[src/rtl/core/bounded_list_insert_delete_assert.svh]
// Assertion macros used by the bounded list engine.
`ifndef BOUNDED_LIST_INSERT_DELETE_ASSERT_SVH
`define BOUNDED_LIST_INSERT_DELETE_ASSERT_SVH

// Property that must hold at every clock edge outside reset.
`define BLID_ASSERT_HOLD(name, prop, msg) \
  name: assert property (@(posedge clk_i) disable iff (!rst_ni) (prop)) else $error(msg);

// Implication checked at every clock edge outside reset.
`define BLID_ASSERT_IMPL(name, ante, cons, msg) \
  name: assert property (@(posedge clk_i) disable iff (!rst_ni) (ante) |-> (cons)) \
    else $error(msg);

`endif

[src/rtl/core/blid_pkg.sv]
// Types and constants of the bounded list block.
`timescale 1ns / 1ps
`default_nettype none

package blid_pkg;

  localparam int ValueWidth = 32;
  localparam int CountWidth = 5;
  localparam int QueueDepth = 2;

  // Command codes on the request channel.
  localparam logic [1:0] CmdRead    = 2'd0;
  localparam logic [1:0] CmdAppend  = 2'd1;
  localparam logic [1:0] CmdPrepend = 2'd2;
  localparam logic [1:0] CmdDelete  = 2'd3;

  // Status codes on the result channel.
  localparam logic [1:0] StOk       = 2'd0;
  localparam logic [1:0] StFull     = 2'd1;
  localparam logic [1:0] StNotFound = 2'd2;
  localparam logic [1:0] StEmpty    = 2'd3;

  typedef enum logic [1:0] {
    OpRead,
    OpAppend,
    OpPrepend,
    OpDelete
  } op_e;

  typedef struct packed {
    op_e                          op;
    logic signed [ValueWidth-1:0] value;
  } req_t;

endpackage

`default_nettype wire

[src/rtl/core/blid_if.sv]
// Request and result channel interfaces of the bounded list block.
`timescale 1ns / 1ps
`default_nettype none

interface blid_in_if;
  logic                                   valid;
  logic                                   ready;
  logic [1:0]                             command;
  logic signed [blid_pkg::ValueWidth-1:0] value;

  modport source (output valid, output command, output value, input ready);
  modport sink (input valid, input command, input value, output ready);
endinterface

interface blid_out_if;
  logic                                   valid;
  logic                                   ready;
  logic signed [blid_pkg::ValueWidth-1:0] entry_value;
  logic                                   has_value;
  logic [1:0]                             status;
  logic                                   last;
  logic [blid_pkg::CountWidth-1:0]        entry_count;

  modport source (output valid, output entry_value, output has_value, output status,
                  output last, output entry_count, input ready);
  modport sink (input valid, input entry_value, input has_value, input status,
                input last, input entry_count, output ready);
endinterface

`default_nettype wire

[src/rtl/core/blid_front.sv]
// Request front end: decodes commands and queues them for the list engine.
`timescale 1ns / 1ps
`default_nettype none

module blid_front (
  input  wire             clk_i,
  input  wire             rst_ni,
  blid_in_if.sink         in_i,
  output logic            req_valid_o,
  output blid_pkg::req_t  req_o,
  input  wire             req_ready_i
);

  blid_pkg::req_t req_q [blid_pkg::QueueDepth];
  logic           wr_ptr_q, wr_ptr_d;
  logic           rd_ptr_q, rd_ptr_d;
  logic [1:0]     cnt_q, cnt_d;
  logic           push, pop;
  blid_pkg::req_t decoded;

  always_comb begin
    decoded.value = in_i.value;
    unique case (in_i.command)
      blid_pkg::CmdRead:    decoded.op = blid_pkg::OpRead;
      blid_pkg::CmdAppend:  decoded.op = blid_pkg::OpAppend;
      blid_pkg::CmdPrepend: decoded.op = blid_pkg::OpPrepend;
      blid_pkg::CmdDelete:  decoded.op = blid_pkg::OpDelete;
      default:              decoded.op = blid_pkg::OpRead;
    endcase
  end

  assign in_i.ready  = (cnt_q != 2'(blid_pkg::QueueDepth));
  assign push        = in_i.valid && in_i.ready;
  assign req_valid_o = (cnt_q != 2'd0);
  assign pop         = req_valid_o && req_ready_i;
  assign req_o       = req_q[rd_ptr_q];

  always_comb begin
    wr_ptr_d = push ? ~wr_ptr_q : wr_ptr_q;
    rd_ptr_d = pop ? ~rd_ptr_q : rd_ptr_q;
    cnt_d    = cnt_q;
    if (push && !pop) begin
      cnt_d = cnt_q + 2'd1;
    end else if (pop && !push) begin
      cnt_d = cnt_q - 2'd1;
    end
  end

  always_ff @(posedge clk_i or negedge rst_ni) begin
    if (!rst_ni) begin
      wr_ptr_q <= 1'b0;
      rd_ptr_q <= 1'b0;
      cnt_q    <= 2'd0;
    end else begin
      wr_ptr_q <= wr_ptr_d;
      rd_ptr_q <= rd_ptr_d;
      cnt_q    <= cnt_d;
    end
  end

  always_ff @(posedge clk_i) begin
    if (push) begin
      req_q[wr_ptr_q] <= decoded;
    end
  end

endmodule

`default_nettype wire

[src/rtl/core/blid_engine.sv]
// List engine: circular entry store, command sequencer and result register.
`timescale 1ns / 1ps
`default_nettype none

`include "bounded_list_insert_delete_assert.svh"

module blid_engine #(
  parameter int CAPACITY = 16
) (
  input  wire             clk_i,
  input  wire             rst_ni,
  input  wire             req_valid_i,
  input  blid_pkg::req_t  req_i,
  output logic            req_ready_o,
  blid_out_if.source      out_o
);

  localparam int PW = $clog2(CAPACITY);
  localparam int LW = $clog2(CAPACITY + 1);
  localparam int VW = blid_pkg::ValueWidth;
  localparam int CW = blid_pkg::CountWidth;
  localparam logic [PW:0]   CapW  = (PW + 1)'(CAPACITY);
  localparam logic [LW-1:0] CapL  = LW'(CAPACITY);
  localparam logic [PW-1:0] LastP = PW'(CAPACITY - 1);

  localparam logic [2:0] StIdle   = 3'd0;
  localparam logic [2:0] StRd     = 3'd1;
  localparam logic [2:0] StRdEmit = 3'd2;
  localparam logic [2:0] StSrch   = 3'd3;
  localparam logic [2:0] StCmp    = 3'd4;
  localparam logic [2:0] StShift  = 3'd5;
  localparam logic [2:0] StMove   = 3'd6;

  // Physical slot of a list position, head at base.
  function automatic logic [PW-1:0] phys(input logic [PW-1:0] base,
                                         input logic [PW-1:0] off);
    logic [PW:0] sum;
    sum = {1'b0, base} + {1'b0, off};
    if (sum >= CapW) begin
      sum = sum - CapW;
    end
    return sum[PW-1:0];
  endfunction

  logic [VW-1:0]  mem_q [CAPACITY];
  logic [VW-1:0]  rd_data_q;
  logic           mem_we, mem_re;
  logic [PW-1:0]  mem_waddr, mem_raddr;
  logic [VW-1:0]  mem_wdata;

  logic [2:0]     state_q, state_d;
  logic [PW-1:0]  head_q, head_d;
  logic [LW-1:0]  len_q, len_d;
  logic [PW-1:0]  idx_q, idx_d;
  logic [VW-1:0]  key_q, key_d;

  logic           out_valid_q;
  logic [VW-1:0]  out_value_q;
  logic           out_has_q;
  logic [1:0]     out_status_q;
  logic           out_last_q;
  logic [CW-1:0]  out_count_q;

  logic           out_load;
  logic [VW-1:0]  ld_value;
  logic           ld_has;
  logic [1:0]     ld_status;
  logic           ld_last;
  logic [LW-1:0]  ld_len;

  logic           slot_free;
  logic           idx_last;
  logic           full, empty;
  logic [PW-1:0]  head_dec;

  assign slot_free = !out_valid_q || out_o.ready;
  assign idx_last  = ((LW'(idx_q) + LW'(1)) == len_q);
  assign full      = (len_q == CapL);
  assign empty     = (len_q == '0);
  assign head_dec  = (head_q == '0) ? LastP : head_q - PW'(1);

  always_comb begin
    state_d     = state_q;
    head_d      = head_q;
    len_d       = len_q;
    idx_d       = idx_q;
    key_d       = key_q;
    mem_we      = 1'b0;
    mem_re      = 1'b0;
    mem_waddr   = phys(head_q, idx_q);
    mem_raddr   = phys(head_q, idx_q);
    mem_wdata   = req_i.value;
    req_ready_o = 1'b0;
    out_load    = 1'b0;
    ld_value    = '0;
    ld_has      = 1'b0;
    ld_status   = blid_pkg::StOk;
    ld_last     = 1'b1;
    ld_len      = len_q;

    unique case (state_q)
      StIdle: begin
        // Take a request only when its first result has somewhere to go.
        if (req_valid_i && slot_free) begin
          req_ready_o = 1'b1;
          case (req_i.op)
            blid_pkg::OpRead: begin
              if (empty) begin
                out_load  = 1'b1;
                ld_status = blid_pkg::StEmpty;
              end else begin
                idx_d   = '0;
                state_d = StRd;
              end
            end
            blid_pkg::OpAppend: begin
              out_load = 1'b1;
              if (full) begin
                ld_status = blid_pkg::StFull;
              end else begin
                mem_we    = 1'b1;
                mem_waddr = phys(head_q, PW'(len_q));
                len_d     = len_q + LW'(1);
                ld_len    = len_q + LW'(1);
              end
            end
            blid_pkg::OpPrepend: begin
              out_load = 1'b1;
              if (full) begin
                ld_status = blid_pkg::StFull;
              end else begin
                mem_we    = 1'b1;
                mem_waddr = head_dec;
                head_d    = head_dec;
                len_d     = len_q + LW'(1);
                ld_len    = len_q + LW'(1);
              end
            end
            default: begin
              if (empty) begin
                out_load  = 1'b1;
                ld_status = blid_pkg::StEmpty;
              end else begin
                key_d   = req_i.value;
                idx_d   = '0;
                state_d = StSrch;
              end
            end
          endcase
        end
      end
      StRd: begin
        mem_re  = 1'b1;
        state_d = StRdEmit;
      end
      StRdEmit: begin
        if (slot_free) begin
          out_load = 1'b1;
          ld_value = rd_data_q;
          ld_has   = 1'b1;
          ld_last  = idx_last;
          if (idx_last) begin
            state_d = StIdle;
          end else begin
            idx_d   = idx_q + PW'(1);
            state_d = StRd;
          end
        end
      end
      StSrch: begin
        mem_re  = 1'b1;
        state_d = StCmp;
      end
      StCmp: begin
        if (rd_data_q == key_q) begin
          state_d = StShift;
        end else if (idx_last) begin
          if (slot_free) begin
            out_load  = 1'b1;
            ld_status = blid_pkg::StNotFound;
            state_d   = StIdle;
          end
        end else begin
          idx_d   = idx_q + PW'(1);
          state_d = StSrch;
        end
      end
      StShift: begin
        if (idx_last) begin
          if (slot_free) begin
            out_load = 1'b1;
            len_d    = len_q - LW'(1);
            ld_len   = len_q - LW'(1);
            state_d  = StIdle;
          end
        end else begin
          // Fetch the next entry to close the gap.
          mem_re    = 1'b1;
          mem_raddr = phys(head_q, idx_q + PW'(1));
          state_d   = StMove;
        end
      end
      StMove: begin
        mem_we    = 1'b1;
        mem_wdata = rd_data_q;
        idx_d     = idx_q + PW'(1);
        state_d   = StShift;
      end
      default: state_d = StIdle;
    endcase
  end

  always_ff @(posedge clk_i or negedge rst_ni) begin
    if (!rst_ni) begin
      state_q     <= StIdle;
      head_q      <= '0;
      len_q       <= '0;
      idx_q       <= '0;
      out_valid_q <= 1'b0;
    end else begin
      state_q <= state_d;
      head_q  <= head_d;
      len_q   <= len_d;
      idx_q   <= idx_d;
      if (out_load) begin
        out_valid_q <= 1'b1;
      end else if (out_o.ready) begin
        out_valid_q <= 1'b0;
      end
    end
  end

  always_ff @(posedge clk_i) begin
    key_q <= key_d;
    if (out_load) begin
      out_value_q  <= ld_value;
      out_has_q    <= ld_has;
      out_status_q <= ld_status;
      out_last_q   <= ld_last;
      out_count_q  <= CW'(ld_len);
    end
  end

  always_ff @(posedge clk_i) begin
    if (mem_we) begin
      mem_q[mem_waddr] <= mem_wdata;
    end
    if (mem_re) begin
      rd_data_q <= mem_q[mem_raddr];
    end
  end

  assign out_o.valid       = out_valid_q;
  assign out_o.entry_value = out_value_q;
  assign out_o.has_value   = out_has_q;
  assign out_o.status      = out_status_q;
  assign out_o.last        = out_last_q;
  assign out_o.entry_count = out_count_q;

  `BLID_ASSERT_HOLD(a_len_bound, len_q <= CapL, "list length above capacity")
  `BLID_ASSERT_HOLD(a_head_bound, {1'b0, head_q} < CapW, "head pointer out of range")
  `BLID_ASSERT_IMPL(a_len_step, len_q != $past(len_q),
                    (len_q == $past(len_q) + LW'(1)) || (len_q + LW'(1) == $past(len_q)),
                    "list length moved by more than one")
  `BLID_ASSERT_IMPL(a_value_ok, out_load && ld_has, ld_status == blid_pkg::StOk,
                    "entry result without ok status")

endmodule

`default_nettype wire

[src/rtl/core/bounded_list_insert_delete.sv]
// Bounded ordered list of signed 32-bit values: top level.
//
// Keeps up to CAPACITY entries, head to tail, in a circular single-port-read
// store. Requests: 0 read out (one result per entry, last marked; an empty
// list gives one result with status empty), 1 append at tail, 2 prepend at
// head, 3 delete first match. Inserts into a full list report status full,
// a delete that finds nothing reports not found; each of these commands gives
// one result. A two-deep request queue sits in front of the engine, and a
// result register decouples the output, so requests keep queueing while a
// result waits. The store's read port is registered. Inserts and the empty
// or full cases finish as the engine accepts them; readout reads and emits
// each entry in turn; a delete reads and compares each entry searched,
// fetches and writes each entry moved, then finishes. A result held on the
// output stalls the engine, where it has a new result to load, until it is
// taken. entry_count carries the length truncated to five bits.
`timescale 1ns / 1ps
`default_nettype none

module bounded_list_insert_delete #(
  parameter int CAPACITY = 16
) (
  input  wire         clk_i,
  input  wire         rst_ni,
  blid_in_if.sink     in_i,
  blid_out_if.source  out_o
);

  logic           req_valid;
  logic           req_ready;
  blid_pkg::req_t req;

  blid_front u_front (
    .clk_i       (clk_i),
    .rst_ni      (rst_ni),
    .in_i        (in_i),
    .req_valid_o (req_valid),
    .req_o       (req),
    .req_ready_i (req_ready)
  );

  blid_engine #(
    .CAPACITY (CAPACITY)
  ) u_engine (
    .clk_i       (clk_i),
    .rst_ni      (rst_ni),
    .req_valid_i (req_valid),
    .req_i       (req),
    .req_ready_o (req_ready),
    .out_o       (out_o)
  );

endmodule

`default_nettype wire
[src/flat_wrapper.sv]
// flat-port wrapper written by rule: the top's interface ports become plain ports
module bounded_list_insert_delete_flat 
#(
  parameter int CAPACITY = 16
)
  (clk_i, rst_ni, in_i_valid, in_i_command, in_i_value, in_i_ready, out_o_valid, out_o_entry_value, out_o_has_value, out_o_status, out_o_last, out_o_entry_count, out_o_ready);
  blid_in_if in_i_i ();
  blid_out_if out_o_i ();
  input  wire clk_i;
  input  wire rst_ni;
  input wire logic [$bits(in_i_i.valid)-1:0] in_i_valid;
  input wire logic [$bits(in_i_i.command)-1:0] in_i_command;
  input wire logic [$bits(in_i_i.value)-1:0] in_i_value;
  output wire logic [$bits(in_i_i.ready)-1:0] in_i_ready;
  output wire logic [$bits(out_o_i.valid)-1:0] out_o_valid;
  output wire logic [$bits(out_o_i.entry_value)-1:0] out_o_entry_value;
  output wire logic [$bits(out_o_i.has_value)-1:0] out_o_has_value;
  output wire logic [$bits(out_o_i.status)-1:0] out_o_status;
  output wire logic [$bits(out_o_i.last)-1:0] out_o_last;
  output wire logic [$bits(out_o_i.entry_count)-1:0] out_o_entry_count;
  input wire logic [$bits(out_o_i.ready)-1:0] out_o_ready;
  assign in_i_i.valid = in_i_valid;
  assign in_i_i.command = in_i_command;
  assign in_i_i.value = in_i_value;
  assign in_i_ready = in_i_i.ready;
  assign out_o_valid = out_o_i.valid;
  assign out_o_entry_value = out_o_i.entry_value;
  assign out_o_has_value = out_o_i.has_value;
  assign out_o_status = out_o_i.status;
  assign out_o_last = out_o_i.last;
  assign out_o_entry_count = out_o_i.entry_count;
  assign out_o_i.ready = out_o_ready;
  bounded_list_insert_delete #(.CAPACITY(CAPACITY)) u_core (.clk_i(clk_i), .rst_ni(rst_ni), .in_i(in_i_i), .out_o(out_o_i));
endmodule
[config.mk]
export PLATFORM = sky130hd
export DESIGN_NAME = bounded_list_insert_delete_flat
export DESIGN_NICKNAME = d
export VERILOG_FILES = /design/src/rtl/core/blid_pkg.sv /design/src/rtl/core/blid_if.sv /design/src/rtl/core/blid_front.sv /design/src/rtl/core/blid_engine.sv /design/src/rtl/core/bounded_list_insert_delete.sv /design/src/flat_wrapper.sv
export VERILOG_INCLUDE_DIRS = /design/src /design/src/rtl/core
export SDC_FILE = /design/constraint.sdc
export NUM_CORES = 1
export LEC_CHECK = 0
export BUFFER_PORTS_ARGS = -buffer_cell sky130_fd_sc_hd__buf_2
export CAP_MARGIN = 10
export CELL_PAD_IN_SITES_DETAIL_PLACEMENT = 0
export CELL_PAD_IN_SITES_GLOBAL_PLACEMENT = 1
export CORE_ASPECT_RATIO = 1.75
export CORE_MARGIN = 5
export CORE_UTILIZATION = 35
export DETAILED_ROUTE_END_ITERATION = 12
export PLACE_DENSITY = 0.66
export SLEW_MARGIN = 15
export SYNTH_ARGS = -nofsm -noshare
export SYNTH_HDL_FRONTEND = slang
export SYNTH_SLANG_ARGS = --single-unit
[constraint.sdc]
create_clock -name clk_i -period 4.4 [get_ports clk_i]
set_clock_uncertainty 0.2 [all_clocks]
set_input_delay 0.44 -clock clk_i [delete_from_list [all_inputs] [get_ports clk_i]]
set_output_delay 0.44 -clock clk_i [all_outputs]
set_load 0.02 [all_outputs]
==> results.md, run 1 <==
- Total number of vias: 17,700
- VDD IR-drop max: 630 uV
- Power density over the cells: 866 nW/um^2
- Fmax: 0.242 GHz
- Post-Syn Instances: 1,854
- WP buf/inv: 1
- Total clock sinks: ~700
- Portion of netlist area occupied by mux cells: 4.63%
- Measured slew at the worst slew-check pin: 1110 ps
- Post-Syn Nets: 1,914
- Slew Limit Fails: 0
- Antenna violations before repair: 1
- Detailed-router iteration count before antenna repair: 5
- Peak per-stage delay on the critical path: 650 ps
- Setup repair after global routing missed its margin: false
- Chain of cells forming the critical path: ha_1 -> xnor2_1 -> a221oi_2 -> o2111ai_2 -> a21oi_1 -> a21oi_4 -> buf_4 -> o221a_1 -> a22oi_1 -> o22ai_1
- H-Tree Depth: 3
- Outcome: finished clean
- HPWL after detailed placement: roughly 50,000 um
- Post-Synth Simple-Gate Area: 5.55%
- DRT Wirelength: 83,900 um
- Minimum hold slack: 43.3 ps
- Drt first-iter violations: roughly 1,400
- Most frequently used cell type in the post-synthesis netlist: edfxtp_1
- Worst Hold Class: in2reg
- Resize count post-CTS: 0
- Worst Setup Start Kind: flop
- Kind of capture point of the worst setup path: flop
- Die span in y: 391 um
- Std cell rows: approximately 140
- Number of global-route vias before repair: 18,200
- Buffers inserted by post-CTS timing repair: 0
- Area of the die: between 80,000 and 90,000 um^2
- Synthesized-area fraction occupied by ao, oa, aoi and oai cells: 12.1%
- CTS tree: yes
- Average vias per placed instance: about 5.7
- Largest cells by area after synthesis: edfxtp_1 71%, o221ai_1 3.1%, mux2_2 2.6%
- Share of cells above drive strength 1: 17.9%
- DIE WIDTH: 228 um
- Final setup viols: 0
- Area share of the largest cell type after synthesis: 71.0%
- Global-route wire length before repair: 120,000 um
- Area of the core region: 82,100 um^2
- Proportion of register bits with asynchronous set or reset after synthesis: 2.97%
- Slack of the critical path: between 200 and 300 ps
- Crit path max fanout: 28
- Layout-stage area growth over the synthesis result: 16.5%
- I/O pins: 81
- Synth area leader: edfxtp_1
- Number of buffers added by the clock tree synthesis step: 67
- Post-synthesis area per instance: approximately 16 um^2
- Antenna violation net count after detailed routing: 0
- Leakage power total: 10.9 nW
- Synthesized flop and latch total: 706
- Library cells used by synthesis: 69
- CP Data Required Time: ~4700 ps
- Relative slew margins: 25.8%
- Critical path type: reg2reg
- Fin. Hold Viols: 0
- Gate family responsible for the most delay along the worst path: compound AO/OA/AOI/OAI gates
- Primary FF master, synth: edfxtp_1
- Final-stage net count: 2,047
- Placement-stage worst setup slack: 316 ps
- Most common library cells after synthesis: 685 x edfxtp_1, 185 x nand2_1, 104 x o221ai_1
- Post-synthesis instance area: 29,000 um^2
- Arrival time reported for the critical path endpoint: around 4400 ps
- Post-CTS clock slew at the launch and capture registers of the worst setup and hold paths: 60 ps
- CTS Root Buffer Type: clkbuf_16
- Total global routing track utilization: 18.4%
- Drt drc: 0
- Yosys warning total: 0
- Final worst path period need: 4140 ps
- Routability-driven placement congestion ratio: 0.795
- Count of input and output buffers: 80
- Part of the Yosys area used for sequential elements: 72.8%
- XOR/XNOR Fraction of Synth Area: 1.82%
- Largest family of logic cells by synthesized area: compound AO/OA/AOI/OAI gates
- Remaining global-route overflow: 0
- Hold_buf cts: 36
- Initial cell density of the core: 35.3%
- WL/cell: 27.1 um
- Clock Tree Buf Depth: 3
- Final worst path period share: 94.0%
- Largest net degree at the start of global routing: 125
- Max cap viols: 0
- Post-synth EDFFs: slightly below 700
- Latest clock arrival within the worst-skew pair: 620 ps
- Share of synthesized cell area in full adder, half adder and majority cells: 1.03%
- Critical-path cell with the highest stage delay: o2111ai_2
worst register-to-register path, cell delays in order, from the launching register on:
cell and delay (ps):
dfrtp_1 460, ha_1 320, xnor2_1 300, a221oi_2 110, o2111ai_2 650, a21oi_1 220, a21oi_4 640, buf_4 500
o221a_1 310, a22oi_1 120, o22ai_1 160
kinds of logic after synthesis:
group	count (synthesis)
flops	706
buf+inv	140
xor+xnor	58
mux	125
simple gates	350
fa+ha+maj	22
compound gates	453
layout by cell type (no fill, tap or decap), types with 9 or more instances in the layout:
master         Yosys  layout
nor2_4             0       9
a21oi_1           10      10
a22oi_1           10      10
nor2_1            30      21
buf_12             0      24
clkbuf_1          69      13
dfrtp_1           21      20
xnor2_1           49      49
o22ai_1           52      52
o221ai_1         104     104
mux2_2            68      68
bufinv_16          0       9
o21ai_1           21      20
clkinv_1           0      11
nand3_1           43      42
o21ai_0           69      69
mux2i_1           56      56
o221a_1           12      12
buf_2             40      80
buf_4              6      48
dlygate4sd3_1      0      36
o2bb2ai_1         44      44
nand2_1          185     183
nand4_1           11      11
clkbuf_16          0      70
a221o_1            9       9
and2_1            41      34
a32o_1            33      33
a31oi_1           22      22
a32oi_1           28      28
ha_1              19      18
inv_1             16      16
edfxtp_1         685     685
through the flow:
| stage | instance area (um^2) | TNS [ps] | cells | utilization, % | total power [W] |
|---|---|---|---|---|---|
| 6_report | 33800 | 0 | 3095 | 41.1 | 0.0292 |
| 5_1_grt | 33800 | 0 | 3095 | 41.1 | 0.0305 |
| 4_1_cts | 33800 | 0 | 3094 | 41.1 | 0.0294 |
| 3_5_place_dp | 31200 | 0 | 2939 | 38.0 | 0.0234 |
| 3_3_place_gp | 31200 | 0 | 2939 | 38.0 | 0.0231 |
| 2_1_floorplan | 29000 | -8090 | 1854 | - | 0.0184 |
registers in the layout (all words and copies together) (netlist names), 5 cells and up:
signal / count
u_core.u_engine.out_o.entry_value: 32
u_core.u_engine.rd_data_q: 32
u_core.u_engine.mem_q: 512
u_core.u_engine.out_o.entry_count: 5
u_core.u_engine.len_q: 5
u_core.u_engine.key_q: 32
u_core.u_front.req_q: 68
per-layer routing:
layer	vias to the layer above	GRT usage (%)	routed length, um
met5	-	0	0
met4	0	8.77	4130
met3	188	2.44	3930
met2	611	33.8	44800
met1	9175	20.8	31000
li1	7703	-	-
where the power goes:
| group | switching (W) | total [W] | internal [W] | leakage (nW) |
|---|---|---|---|---|
| combinational | 0.00870 | 0.0132 | 0.00447 | 3.34 |
| sequential | 0.000589 | 0.0101 | 0.00950 | 6.48 |
| clock | 0.00251 | 0.00597 | 0.00346 | 1.09 |
worst paths after layout:
kind	from	endpoint	slack, ps	depth (start not counted)
worst max-delay path	u_core.u_engine.idx_q[0]	u_core.u_engine.rd_data_q[4]	260	10
max in group asynchronous	rst_ni	u_core.u_front.rd_ptr_q	3450	2
worst min-delay path	out_o_ready	u_core.u_engine.out_o.valid	40	3
worst min register to register	u_core.u_front.cnt_q[1]	u_core.u_front.cnt_q[1]	300	1
worst max register to register	u_core.u_engine.idx_q[0]	u_core.u_engine.rd_data_q[4]	260	10
min in group asynchronous	rst_ni	u_core.u_front.wr_ptr_q	150	2
layout make-up:
| cell class | count | area [um^2] |
|---|---|---|
| Clock buffer | 83 | 1800 |
| Antenna cell | 1 | 2.50 |
| Sequential cell | 706 | 21100 |
| Multi-Input combinational cell | 1008 | 7440 |
| Clock inverter | 36 | 443 |
| Inverter | 16 | 60.1 |
| Fill cell | 7352 | 48300 |
| Timing Repair Buffer | 188 | 1600 |
| Tap cell | 1057 | 1320 |
Power figures use the tool's default switching activity.
==> run 2, diff against run 1 <==
--- a/config.mk
+++ b/config.mk
@@ -6,15 +6,15 @@
 export SDC_FILE = /design/constraint.sdc
 export NUM_CORES = 1
 export LEC_CHECK = 0
-export BUFFER_PORTS_ARGS = -buffer_cell sky130_fd_sc_hd__buf_2
+export BUFFER_PORTS_ARGS = -buffer_cell sky130_fd_sc_hd__buf_4
 export CAP_MARGIN = 10
 export CELL_PAD_IN_SITES_DETAIL_PLACEMENT = 0
 export CELL_PAD_IN_SITES_GLOBAL_PLACEMENT = 1
 export CORE_ASPECT_RATIO = 1.75
 export CORE_MARGIN = 5
-export CORE_UTILIZATION = 35
+export CORE_UTILIZATION = 40
 export DETAILED_ROUTE_END_ITERATION = 12
-export PLACE_DENSITY = 0.66
+export PLACE_DENSITY_LB_ADDON = 0.1
 export SLEW_MARGIN = 15
 export SYNTH_ARGS = -nofsm -noshare
 export SYNTH_HDL_FRONTEND = slang
==> run 2 against run 1 <==
  * Cell count decreased by 4.4%
  * Sequential power is essentially flat
  * Worst setup slack improved by 120 ps
  * Critical path depth down 1
  * Hold slack got worse by 3.5 ps
  * Combinational power is essentially flat
  * Sequential cell count unchanged
  * Register-to-register slack better by 120 ps
  * Clock power is 4.2% lower
  * Core utilization increased by 5.7 points
  * Global-route usage up 3.5 points
  * Total power increased by 0.51%
  * Critical endpoint is now u_core.u_engine.rd_data_q[17]
  * Largest cell class unchanged
  * Highest routed layer unchanged
==> results.md, run 2 (synthesized netlist as in run 1, its figures left out) <==
- Outcome: finished clean (unchanged)
- Power density over the cells: 873 nW/um^2 (was 866 nW/um^2)
- I/O pins: 81 (unchanged)
- Area of the core region: 71,900 um^2 (was 82,100 um^2)
- Relative slew margins: 22.6% (was 25.8%)
- Resize count post-CTS: 0 (unchanged)
- Critical path type: reg2reg (unchanged)
- Antenna violations before repair: 6 (was 1)
- Routability-driven placement congestion ratio: 0.768 (was 0.795)
- Hold_buf cts: 36 (unchanged)
- Post-CTS clock slew at the launch and capture registers of the worst setup and hold paths: 70 ps (was 60 ps)
- Final-stage net count: 2,047 (unchanged)
- Minimum setup slack among reg-to-reg paths: 380 ps (was 260 ps)
- Fin. Hold Viols: 0 (unchanged)
- Std cell rows: 130 (was 139)
- Remaining global-route overflow: 0 (unchanged)
- Final setup viols: 0 (unchanged)
- Number of global-route vias before repair: 18,100 (was 18,200)
- Peak per-stage delay on the critical path: 590 ps (was 650 ps)
- Most used cells in the layout excluding fill and tap cells: 685 x edfxtp_1, 183 x nand2_1, 127 x buf_4 (was 685 x edfxtp_1, 183 x nand2_1, 104 x o221ai_1)
- Total clock sinks: 706 (unchanged)
- WL/cell: 29.3 um (was 27.1 um)
- Die span in y: 366 um (was 391 um)
- Average vias per placed instance: 5.91 (was 5.71)
- CP Data Required Time: 4690 ps (was 4660 ps)
- Clock Tree Buf Depth: 3 (unchanged)
- Layout-stage area growth over the synthesis result: 16.1% (was 16.5%)
- VDD IR-drop max: 865 uV (was 630 uV)
- Final worst path period need: 4020 ps (was 4140 ps)
- Depth of the critical timing path with buffers and inverters included: 9 (was 10)
- Largest net degree at the start of global routing: 125 (unchanged)
- HPWL after detailed placement: 52,000 um (was 49,400 um)
- Latest clock arrival within the worst-skew pair: 630 ps (was 620 ps)
- Setup repair after global routing missed its margin: false (unchanged)
- Arrival time reported for the critical path endpoint: 4310 ps (was 4390 ps)
- Critical-path cell with the highest stage delay: xnor2_1 (was o2111ai_2)
- WP buf/inv: 1 (unchanged)
- Drt first-iter violations: 1,564 (was 1,394)
- Total number of vias: 17,500 (was 17,700)
- Slew Limit Fails: 0 (unchanged)
- Number of buffers added by the clock tree synthesis step: 68 (was 67)
- H-Tree Depth: 3 (unchanged)
- PnR Total Power: 0.0294 W (was 0.0292 W)
- Crit path max fanout: 27 (was 28)
- Initial cell density of the core: 40.3% (was 35.3%)
- Kind of capture point of the worst setup path: flop (unchanged)
- Chain of cells forming the critical path: ha_1 -> fa_1 -> xnor2_1 -> a21o_1 -> and2_4 -> buf_4 -> o21ai_0 -> o22ai_1 -> a32o_1 (was ha_1 -> xnor2_1 -> a221oi_2 -> o2111ai_2 -> a21oi_1 -> a21oi_4 -> buf_4 -> o221a_1 -> a22oi_1 -> o22ai_1)
- Gate family responsible for the most delay along the worst path: compound AO/OA/AOI/OAI gates (unchanged)
- Post-layout utilization of the core: 46.8% (was 41.1%)
- Biggest regs: u_core.u_engine.mem_q x512, u_core.u_front.req_q x68 (unchanged)
- Total global routing track utilization: 21.9% (was 18.4%)
- Area of the die: 78,200 um^2 (was 88,900 um^2)
- Final worst path period share: 91.3% (was 94.0%)
- Antenna violation net count after detailed routing: 0 (unchanged)
- Buffers inserted by post-CTS timing repair: 0 (unchanged)
- Worst Hold Class: in2async (was in2reg)
- Count of input and output buffers: 80 (unchanged)
- Worst-case reg-to-reg path depth: 9 (was 10)
- Drt drc: 0 (unchanged)
- Measured slew at the worst slew-check pin: 1160 ps (was 1110 ps)
- Leakage power total: 10.9 nW (about the same)
- CTS Root Buffer Type: clkbuf_16 (unchanged)
- Max cap viols: 0 (unchanged)
- Biggest register: u_core.u_engine.mem_q (unchanged)
- Final standard cell area without fillers: 33,700 um^2 (was 33,800 um^2)
- Most common cell after layout, fill and taps aside: edfxtp_1 (unchanged)
- DRT Wirelength: 86,600 um (was 83,900 um)
- CTS tree: yes (unchanged)
- Global-route wire length before repair: 124,000 um (was 120,000 um)
- Worst Setup Start Kind: flop (unchanged)
- Fmax: 0.249 GHz (was 0.242 GHz)
- Fillcell total: 6,345 (was 7,352)
- DIE WIDTH: 213 um (was 228 um)
- Detailed-router iteration count before antenna repair: 7 (was 5)
- Share of cells above drive strength 1: 17.6% (was 17.9%)
- Number of flip-flops in the largest register: 512 (unchanged)
- Cell Area, Placed: 31,200 um^2 (about the same)
## run 2: final timing paths
check | start | end
max reg2reg | u_core.u_engine.head_q[0] | u_core.u_engine.rd_data_q[17]
min reg2reg | u_core.u_front.cnt_q[1] | u_core.u_front.cnt_q[1]
min | rst_ni | u_core.u_engine.idx_q[3]
min in group clk_i | out_o_ready | u_core.u_engine.state_q[1]
max in group asynchronous | rst_ni | u_core.u_front.wr_ptr_q
max | u_core.u_engine.head_q[0] | u_core.u_engine.rd_data_q[17]
## run 2: area by class of cell
cell class | instances | area, um^2 | share of cell area (%)
Clock buffer | 85 | 1790 | 5.31
Clock inverter | 32 | 319 | 0.948
Inverter | 16 | 60.1 | 0.178
Antenna cell | 1 | 2.50 | 0.00743
Multi-Input combinational cell | 1008 | 7450 | 22.1
Tap cell | 924 | 1160 | 3.43
Timing Repair Buffer | 187 | 1790 | 5.33
Sequential cell | 706 | 21100 | 62.7
## run 2: per-layer routing
layer	share of wire [%]	track usage, %	up-vias
li1	-	-	7723
met1	38	25.5	9081
met2	54	40.2	529
met3	5.1	3.43	147
met4	3.5	7.78	0
met5	0	0	-
## run 2: through the flow
stage	TNS [ps]	worst slack, ps	std cells	hold slack (ps)
floorplan	-8090	-97.9	1854	-55.6
global placement	0	371	2805	154
detailed placement	0	363	2805	163
CTS	0	333	2958	2.93
global route	0	226	2958	51.1
finish	0	385	2959	39.9
## run 2: where the power goes
part	internal (W)	total [W]	leakage (nW)	switching, W
clock network	0.00319	0.00572	1.01	0.00253
registers	0.00950	0.0102	6.48	0.000682
logic	0.00465	0.0135	3.40	0.00884
total	0.0173	0.0294	10.9	0.0121
